===== src/rtl/four_wheel_drive_mixer_core_macros.svh =====
`ifndef FOUR_WHEEL_DRIVE_MIXER_CORE_MACROS_SVH
`define FOUR_WHEEL_DRIVE_MIXER_CORE_MACROS_SVH

// same-cycle check, sampled on clk, off during reset
`define FWDM_ASSERT_NOW(label, ante, cons) \
	label: assert property (@(posedge clk) disable iff (!arst_n) (ante) |-> (cons)) \
		else $error("fwdm check failed");

// next-cycle check, sampled on clk, off during reset
`define FWDM_ASSERT_NEXT(label, ante, cons) \
	label: assert property (@(posedge clk) disable iff (!arst_n) (ante) |=> (cons)) \
		else $error("fwdm check failed");

`endif


===== src/rtl/fwdm_pkg.sv =====
package fwdm_pkg;

	localparam logic [7:0] SPEED_MAX = 8'd249;
	localparam logic signed [7:0] PERCENT_FULL = 8'sd100;

	// floor(a * 249 / 100) == (a * MAG_RECIP) >> MAG_SHIFT for a in 0..100
	localparam logic [17:0] MAG_RECIP = 18'd163185;
	localparam int MAG_SHIFT = 16;

	// floor(x / 3) == (x * DIV3_RECIP) >> DIV3_SHIFT for x below 2048
	localparam logic [11:0] DIV3_RECIP = 12'd2731;
	localparam int DIV3_SHIFT = 13;

	typedef logic [7:0] spd_t;
	typedef logic [9:0] raw_spd_t;
	typedef logic [10:0] excess_t;

	typedef struct packed {
		logic signed [7:0] lateral_demand;
		logic signed [7:0] forward_demand;
		logic signed [7:0] turn_demand;
	} cmd_t;

	typedef struct packed {
		logic motor_a_dir;
		spd_t motor_a_speed;
		logic motor_b_dir;
		spd_t motor_b_speed;
		logic motor_c_dir;
		spd_t motor_c_speed;
		logic motor_d_dir;
		spd_t motor_d_speed;
	} res_t;

	typedef struct packed {
		logic nz;
		logic neg;
		spd_t mag;
	} term_t;

	typedef struct packed {
		term_t lat;
		term_t fwd;
		term_t turn;
	} terms_t;

	typedef struct packed {
		logic [3:0] dir;
		raw_spd_t [3:0] spd;
	} mix_t;

	typedef struct packed {
		logic [3:0] dir;
		spd_t [3:0] spd;
		excess_t excess;
		logic [2:0] below;
	} clip_t;

	typedef struct packed {
		logic [3:0] dir;
		spd_t [3:0] spd;
		excess_t share;
		logic share_en;
	} share_t;

endpackage


===== src/rtl/fwdm_stream_if.sv =====
interface fwdm_stream_if #(
	parameter type payload_t = fwdm_pkg::cmd_t
) ();
	logic valid;
	logic ready;
	payload_t payload;

	modport source (output valid, output payload, input ready);
	modport sink (input valid, input payload, output ready);
endinterface


===== src/rtl/fwdm_scale.sv =====
module fwdm_scale (
	input fwdm_pkg::cmd_t cmd,
	output fwdm_pkg::terms_t terms
);

	function automatic fwdm_pkg::term_t scale_one(input logic signed [7:0] raw);
		logic signed [7:0] v;
		logic [6:0] a;
		logic [24:0] p;
		fwdm_pkg::term_t t;
		v = raw;
		if (v > fwdm_pkg::PERCENT_FULL) begin
			v = fwdm_pkg::PERCENT_FULL;
		end else if (v < -fwdm_pkg::PERCENT_FULL) begin
			v = -fwdm_pkg::PERCENT_FULL;
		end
		a = v[7] ? 7'(-v) : 7'(v);
		p = 25'(a) * 25'(fwdm_pkg::MAG_RECIP);
		t.nz = (v != 8'sd0);
		t.neg = v[7];
		t.mag = 8'(p >> fwdm_pkg::MAG_SHIFT);
		return t;
	endfunction

	always_comb begin
		terms.lat = scale_one(cmd.lateral_demand);
		terms.fwd = scale_one(cmd.forward_demand);
		terms.turn = scale_one(cmd.turn_demand);
	end

endmodule


===== src/rtl/fwdm_merge.sv =====
module fwdm_merge (
	input fwdm_pkg::terms_t terms,
	output fwdm_pkg::mix_t mix
);

	typedef struct packed {
		logic dir;
		fwdm_pkg::raw_spd_t spd;
	} motor_t;

	function automatic motor_t merge_term(input motor_t m, input logic nd,
			input fwdm_pkg::spd_t ns);
		motor_t r;
		fwdm_pkg::raw_spd_t n;
		n = 10'(ns);
		r = m;
		if (m.spd == '0) begin
			r.dir = nd;
			r.spd = n;
		end else if (m.dir == nd) begin
			r.spd = m.spd + n;
		end else if (m.spd >= n) begin
			r.spd = m.spd - n;
		end else begin
			r.spd = n - m.spd;
			r.dir = nd;
		end
		return r;
	endfunction

	motor_t m [4];

	always_comb begin
		for (int i = 0; i < 4; i++) begin
			if (terms.lat.nz) begin
				m[i].dir = (i % 2 == 0) ? !terms.lat.neg : terms.lat.neg;
				m[i].spd = 10'(terms.lat.mag);
			end else begin
				m[i] = '0;
			end
			if (terms.fwd.nz) begin
				m[i] = merge_term(m[i], !terms.fwd.neg, terms.fwd.mag);
			end
			if (terms.turn.nz) begin
				m[i] = merge_term(m[i], (i < 2) ? !terms.turn.neg : terms.turn.neg,
					terms.turn.mag);
			end
			mix.dir[i] = m[i].dir;
			mix.spd[i] = m[i].spd;
		end
	end

endmodule


===== src/rtl/fwdm_excess.sv =====
module fwdm_excess (
	input fwdm_pkg::mix_t mix,
	output fwdm_pkg::clip_t clip
);

	always_comb begin
		clip.dir = mix.dir;
		clip.excess = '0;
		clip.below = '0;
		for (int i = 0; i < 4; i++) begin
			if (mix.spd[i] > 10'(fwdm_pkg::SPEED_MAX)) begin
				clip.excess = clip.excess + 11'(mix.spd[i] - 10'(fwdm_pkg::SPEED_MAX));
				clip.spd[i] = fwdm_pkg::SPEED_MAX;
			end else begin
				clip.spd[i] = mix.spd[i][7:0];
				if (mix.spd[i] != '0) begin
					clip.below = clip.below + 3'd1;
				end
			end
		end
	end

endmodule


===== src/rtl/fwdm_rebal.sv =====
module fwdm_rebal (
	input fwdm_pkg::share_t sh,
	output fwdm_pkg::res_t res
);

	fwdm_pkg::spd_t sp [4];
	logic [3:0] dir;
	fwdm_pkg::excess_t diff [4];

	always_comb begin
		dir = sh.dir;
		for (int i = 0; i < 4; i++) begin
			sp[i] = sh.spd[i];
			diff[i] = sh.share - 11'(sh.spd[i]);
			if (sh.share_en && sh.spd[i] != '0 && sh.spd[i] < fwdm_pkg::SPEED_MAX) begin
				if (11'(sh.spd[i]) >= sh.share) begin
					sp[i] = 8'(11'(sh.spd[i]) - sh.share);
				end else begin
					sp[i] = (diff[i] > 11'(fwdm_pkg::SPEED_MAX)) ?
						fwdm_pkg::SPEED_MAX : diff[i][7:0];
					dir[i] = !sh.dir[i];
				end
			end
		end
		res.motor_a_dir = dir[0];
		res.motor_a_speed = sp[0];
		res.motor_b_dir = dir[1];
		res.motor_b_speed = sp[1];
		res.motor_c_dir = dir[2];
		res.motor_c_speed = sp[2];
		res.motor_d_dir = dir[3];
		res.motor_d_speed = sp[3];
	end

endmodule


===== src/rtl/four_wheel_drive_mixer_core.sv =====
// four-wheel drive mixer: lateral, forward and turn percent demands in,
// four motor direction/speed pairs out
// channels: cmd carries one command per transaction, res one motor set;
// both are valid/ready streams, a transaction completes when both are high
// path: each command is registered in stages s1 to s5 in order; res.valid is
// the valid bit of s5
// throughput: one command per cycle while res.ready is high, set by
// the five-stage pipeline (scale, merge, clip, share, rebalance); every
// stage register holds a valid bit and any stage with a bubble takes new
// data even while later stages are stalled
// reset: arst_n clears all valid bits, the pipeline comes up empty and
// ready; no clearing pass, no internal state carries between commands
// stall: when res.ready is low the output register holds its transaction
// and earlier stages keep filling until full; cmd.ready then drops
`include "four_wheel_drive_mixer_core_macros.svh"

module four_wheel_drive_mixer_core (
	input logic clk,
	input logic arst_n,
	fwdm_stream_if.sink cmd,
	fwdm_stream_if.source res
);

	fwdm_pkg::terms_t terms_c, data_s1;
	fwdm_pkg::mix_t mix_c, data_s2;
	fwdm_pkg::clip_t clip_c, data_s3;
	fwdm_pkg::share_t share_c, data_s4;
	fwdm_pkg::res_t res_c, data_s5;
	logic v_s1, v_s2, v_s3, v_s4, v_s5;
	logic adv_s1, adv_s2, adv_s3, adv_s4, adv_s5;
	logic [23:0] div3_prod;
	logic spd_in_range;
	logic clip_seen_s3;

	assign adv_s5 = !v_s5 || res.ready;
	assign adv_s4 = !v_s4 || adv_s5;
	assign adv_s3 = !v_s3 || adv_s4;
	assign adv_s2 = !v_s2 || adv_s3;
	assign adv_s1 = !v_s1 || adv_s2;

	assign cmd.ready = adv_s1;
	assign res.valid = v_s5;
	assign res.payload = data_s5;

	fwdm_scale u_scale (.cmd(cmd.payload), .terms(terms_c));
	fwdm_merge u_merge (.terms(data_s1), .mix(mix_c));
	fwdm_excess u_excess (.mix(data_s2), .clip(clip_c));
	fwdm_rebal u_rebal (.sh(data_s4), .res(res_c));

	// excess divided by the number of nonzero motors not above the limit
	always_comb begin
		share_c.dir = data_s3.dir;
		share_c.spd = data_s3.spd;
		share_c.share_en = (data_s3.excess != '0) && (data_s3.below != '0);
		div3_prod = 24'(data_s3.excess) * 24'(fwdm_pkg::DIV3_RECIP);
		unique case (data_s3.below)
			3'd1: share_c.share = data_s3.excess;
			3'd2: share_c.share = data_s3.excess >> 1;
			3'd3: share_c.share = 11'(div3_prod >> fwdm_pkg::DIV3_SHIFT);
			3'd4: share_c.share = data_s3.excess >> 2;
			default: share_c.share = '0;
		endcase
	end

	always_ff @(posedge clk or negedge arst_n) begin
		if (!arst_n) begin
			v_s1 <= 1'b0;
			v_s2 <= 1'b0;
			v_s3 <= 1'b0;
			v_s4 <= 1'b0;
			v_s5 <= 1'b0;
		end else begin
			if (adv_s1) v_s1 <= cmd.valid;
			if (adv_s2) v_s2 <= v_s1;
			if (adv_s3) v_s3 <= v_s2;
			if (adv_s4) v_s4 <= v_s3;
			if (adv_s5) v_s5 <= v_s4;
		end
	end

	always_ff @(posedge clk) begin
		if (adv_s1) data_s1 <= terms_c;
		if (adv_s2) data_s2 <= mix_c;
		if (adv_s3) data_s3 <= clip_c;
		if (adv_s4) data_s4 <= share_c;
		if (adv_s5) data_s5 <= res_c;
	end

	assign spd_in_range = (res.payload.motor_a_speed <= fwdm_pkg::SPEED_MAX) &&
		(res.payload.motor_b_speed <= fwdm_pkg::SPEED_MAX) &&
		(res.payload.motor_c_speed <= fwdm_pkg::SPEED_MAX) &&
		(res.payload.motor_d_speed <= fwdm_pkg::SPEED_MAX);
	assign clip_seen_s3 = (data_s3.spd[0] == fwdm_pkg::SPEED_MAX) ||
		(data_s3.spd[1] == fwdm_pkg::SPEED_MAX) ||
		(data_s3.spd[2] == fwdm_pkg::SPEED_MAX) ||
		(data_s3.spd[3] == fwdm_pkg::SPEED_MAX);

	`FWDM_ASSERT_NOW(a_speed_limit, res.valid, spd_in_range)
	`FWDM_ASSERT_NOW(a_excess_clipped, v_s3 && data_s3.excess != '0, clip_seen_s3)
	`FWDM_ASSERT_NEXT(a_s4_hold, v_s4 && !adv_s4, v_s4 && $stable(data_s4))
	`FWDM_ASSERT_NOW(a_ready_flow, res.ready, cmd.ready)

endmodule


===== src/flat_wrapper.sv =====
// flat-port wrapper written by rule: the top's interface ports become plain ports
module four_wheel_drive_mixer_core_flat 
  (clk, arst_n, cmd_valid, cmd_payload, cmd_ready, res_valid, res_payload, res_ready);
  fwdm_stream_if #(.payload_t(fwdm_pkg::cmd_t)) cmd_i ();
  fwdm_stream_if #(.payload_t(fwdm_pkg::res_t)) res_i ();
  input logic clk;
  input logic arst_n;
  input wire logic [$bits(cmd_i.valid)-1:0] cmd_valid;
  input wire logic [$bits(cmd_i.payload)-1:0] cmd_payload;
  output wire logic [$bits(cmd_i.ready)-1:0] cmd_ready;
  output wire logic [$bits(res_i.valid)-1:0] res_valid;
  output wire logic [$bits(res_i.payload)-1:0] res_payload;
  input wire logic [$bits(res_i.ready)-1:0] res_ready;
  assign cmd_i.valid = cmd_valid;
  assign cmd_i.payload = cmd_payload;
  assign cmd_ready = cmd_i.ready;
  assign res_valid = res_i.valid;
  assign res_payload = res_i.payload;
  assign res_i.ready = res_ready;
  four_wheel_drive_mixer_core u_core (.clk(clk), .arst_n(arst_n), .cmd(cmd_i), .res(res_i));
endmodule

===== config.mk =====
export PLATFORM = sky130hd
export DESIGN_NAME = four_wheel_drive_mixer_core_flat
export DESIGN_NICKNAME = d
export VERILOG_FILES = /design/src/rtl/fwdm_pkg.sv /design/src/rtl/fwdm_stream_if.sv /design/src/rtl/fwdm_scale.sv /design/src/rtl/fwdm_merge.sv /design/src/rtl/fwdm_excess.sv /design/src/rtl/fwdm_rebal.sv /design/src/rtl/four_wheel_drive_mixer_core.sv /design/src/flat_wrapper.sv
export VERILOG_INCLUDE_DIRS = /design/src /design/src/rtl
export SDC_FILE = /design/constraint.sdc
export NUM_CORES = 1
export LEC_CHECK = 0
export ABC_AREA = 1
export BUFFER_PORTS_ARGS = -buffer_cell sky130_fd_sc_hd__clkbuf_2
export CAP_MARGIN = 0
export CORE_ASPECT_RATIO = 1.75
export CORE_MARGIN = 4
export CORE_UTILIZATION = 65
export CTS_CLUSTER_SIZE = 14
export DETAILED_ROUTE_END_ITERATION = 6
export PLACE_DENSITY = 0.85
export SYNTH_ARGS = -nofsm -noshare
export SYNTH_HDL_FRONTEND = slang
export SYNTH_SLANG_ARGS = --single-unit

===== constraint.sdc =====
create_clock -name clk -period 7.5 [get_ports clk]
set_input_delay 0.375 -clock clk [delete_from_list [all_inputs] [get_ports clk]]
set_output_delay 0.375 -clock clk [all_outputs]
set_load 0.02 [all_outputs]

==> metrics <==
grt ovf 0; Hold Crit Class in2reg; routed vias approximately 24000; Hold Vio Cnt, Final 0; vias per inst approximately 5.7; Post-CTS Resized 0; I/O Buffers 65; initial antenna violation count 0; CP Launch Type flop; RePlAce Congestion around 1.0; vias in the first global route ~24000; skew final 0.0152 ns; final instance area 29100 um^2; max-cap violation count 0; cell taking the most area after synthesis edfxtp_1; die height ~280 um; nets@finish 4270; Starting DRT DRC Count 1351; unrepaired setup endpoints after global routing no; core region area 41900 um^2; most instantiated cells after synthesis nand2_1, inv_1, ha_1; Root Driver clkbuf_16; asr flop ratio synth 0.0237; maximum buffer depth of the clock tree 3; Crit path top cell by count ha_1; failing checks design-rule violations; Crit Path Class reg2reg; Synth Cell Area about 28000 um^2; largest net degree at the start of global routing between 50 and 60; slowest CP cell nor4_1; Ports between 60 and 70; first drt pass iteration count 7; Syn Area/Cell ~7.6 um^2; status finished, violations left; Post-Syn Instances 3644; Required @ worst endpoint between 7 and 8 ns; row count 99; relative slew slack 0.365; synthesis-stage register bit count 211; clock buffer count from CTS 21; final wirelength 72.2 mm; CTS tree yes; area delta synth->final 5.26%; Clk pin slew, worst setup/hold paths around 0.070 ns; routed len/inst ~17 um; Routed Antenna Nets 0; synth top area cells edfxtp_1, ha_1, nand2_1; CP arrival just over 7 ns; Yosys cell types 67; fillers 3579; Syn. warnings 0; layout cells sized above 1 0.0581; CP max stage delay between 0.4 and 0.5 ns; Clk Latency, worst-skew pair ~0.52 ns; top cell type's share of synthesized area 0.224; clk sinks 211; fmax 0.145 GHz; global-route wire length before repair 116 mm; CP endpoint kind flop; diode count 0; Max Slew Vio Count 0; Post-Place Cell Area about 28000 um^2; post-layout min period between 6 and 7 ns; die area 46000 um^2; count leader, synth nand2_1; Tot GR Track Use 0.316; # Post-CTS Setup Buffers 0; # DRC 6; Setup Viol. Count Final 0; CTS H-Tree Depth 1; Post-synth EDFFs a little over 200; DIE WIDTH approximately 160 um; Seq/Total Area, Yosys 0.228; Worst-Margin Slew between 0.9 and 1 ns; Max FO, Critical Path 9; setup_tns 0 ns; hold_buf cts 1; initial core utilization 0.660; fin crit share 0.916; dominant synthesized flop cell edfxtp_1; HPWL after DPL ~61 mm; Mapped Nets between 4000 and 5000
layout make-up:
class | count | area [um^2] | area share
inverter | 638 | 2400 | 0.0825
sequential | 211 | 6310 | 0.217
clock buffer | 24 | 537 | 0.0184
timing repair buffer | 83 | 463 | 0.0159
tap | 555 | 694 | 0.0239
multi-input combinational | 2736 | 18600 | 0.640
clock inverter | 11 | 83.8 | 0.00288
placed cells by master (no fill, tap or decap), types with 19 or more instances in the layout:
cell	instances
a21oi_1	214
clkbuf_16	21
clkbuf_2	65
edfxtp_1	206
fa_1	133
ha_1	418
inv_1	617
nand2_1	906
nand2_2	27
nand3_1	184
nand4_1	51
nor2_1	231
nor3_1	55
o21ai_0	155
o21ai_1	20
o21bai_1	19
or2_2	23
xnor2_1	25
xor2_1	113
state kept, by name, indices dropped and copies added, names as in the netlist:
signal              count
u_core.data_s1         30
u_core.data_s2         42
u_core.data_s3         50
u_core.data_s4         48
u_core.res.payload     36
u_core.res.valid        1
u_core.v_s1             1
u_core.v_s2             1
u_core.v_s3             1
u_core.v_s4             1
stage by stage:
step | cells | setup slack [ns] | hold WS (ns) | util
after floorplan | 3644 | 1.45 | 0.0794 | -
after global placement | 4222 | 0.955 | 0.200 | 0.680
after detailed placement | 4222 | 0.798 | 0.198 | 0.680
after CTS | 4258 | 0.729 | 0.0673 | 0.695
after global routing | 4258 | 0.0274 | 0.0858 | 0.695
final | 4258 | 0.627 | 0.0711 | 0.695
routing by layer:
metal	vias to the layer above	global-route usage	share of wire
met3	340	0.0242	0.034
met5	-	0	0
met2	757	0.622	0.54
li1	11975	-	-
met4	0	0.247	0.096
met1	11104	0.289	0.33
critical path, delay by kind of cell (launching register included):
kind,cells,cell delay (ns)
AO/OA/AOI/OAI,8,1.20
XOR/XNOR,3,0.44
adder cells (fa/ha/maj),7,2.17
buffers and inverters,6,0.38
flip-flops,1,0.41
AND/OR/NAND/NOR,12,2.02
cells by family (layout without fill, tap and decap cells):
| logic type | after synthesis | in the layout | share of synthesized area |
|---|---|---|---|
| AO/OA/AOI/OAI | 510 | 510 | 0.104 |
| multiplexers | 2 | 2 | 0.000769 |
| flip-flops | 211 | 211 | 0.228 |
| XOR/XNOR | 140 | 140 | 0.0453 |
| buffers and inverters | 697 | 756 | 0.0985 |
| AND/OR/NAND/NOR | 1533 | 1533 | 0.238 |
| adder cells (fa/ha/maj) | 551 | 551 | 0.285 |
worst paths after layout:
| kind | start | endpoint | slack (ns) | cells after the start |
|---|---|---|---|---|
| setup / recovery | u_core.data_s2[5] | u_core.data_s3[13] | 0.63 | 36 |
| hold / removal | cmd_valid | u_core.v_s1 | 0.07 | 3 |
| setup reg to reg | u_core.data_s2[5] | u_core.data_s3[13] | 0.63 | 36 |
| hold reg to reg | u_core.data_s2[40] | u_core.data_s3[46] | 0.42 | 0 |
| max in group asynchronous | arst_n | u_core.v_s3 | 7.15 | 2 |
| min in group asynchronous | arst_n | u_core.v_s4 | 0.21 | 2 |
Power is left out: the tool's default activity adds up to more than one toggle a clock period on the data nets, which glitch-free logic cannot reach.
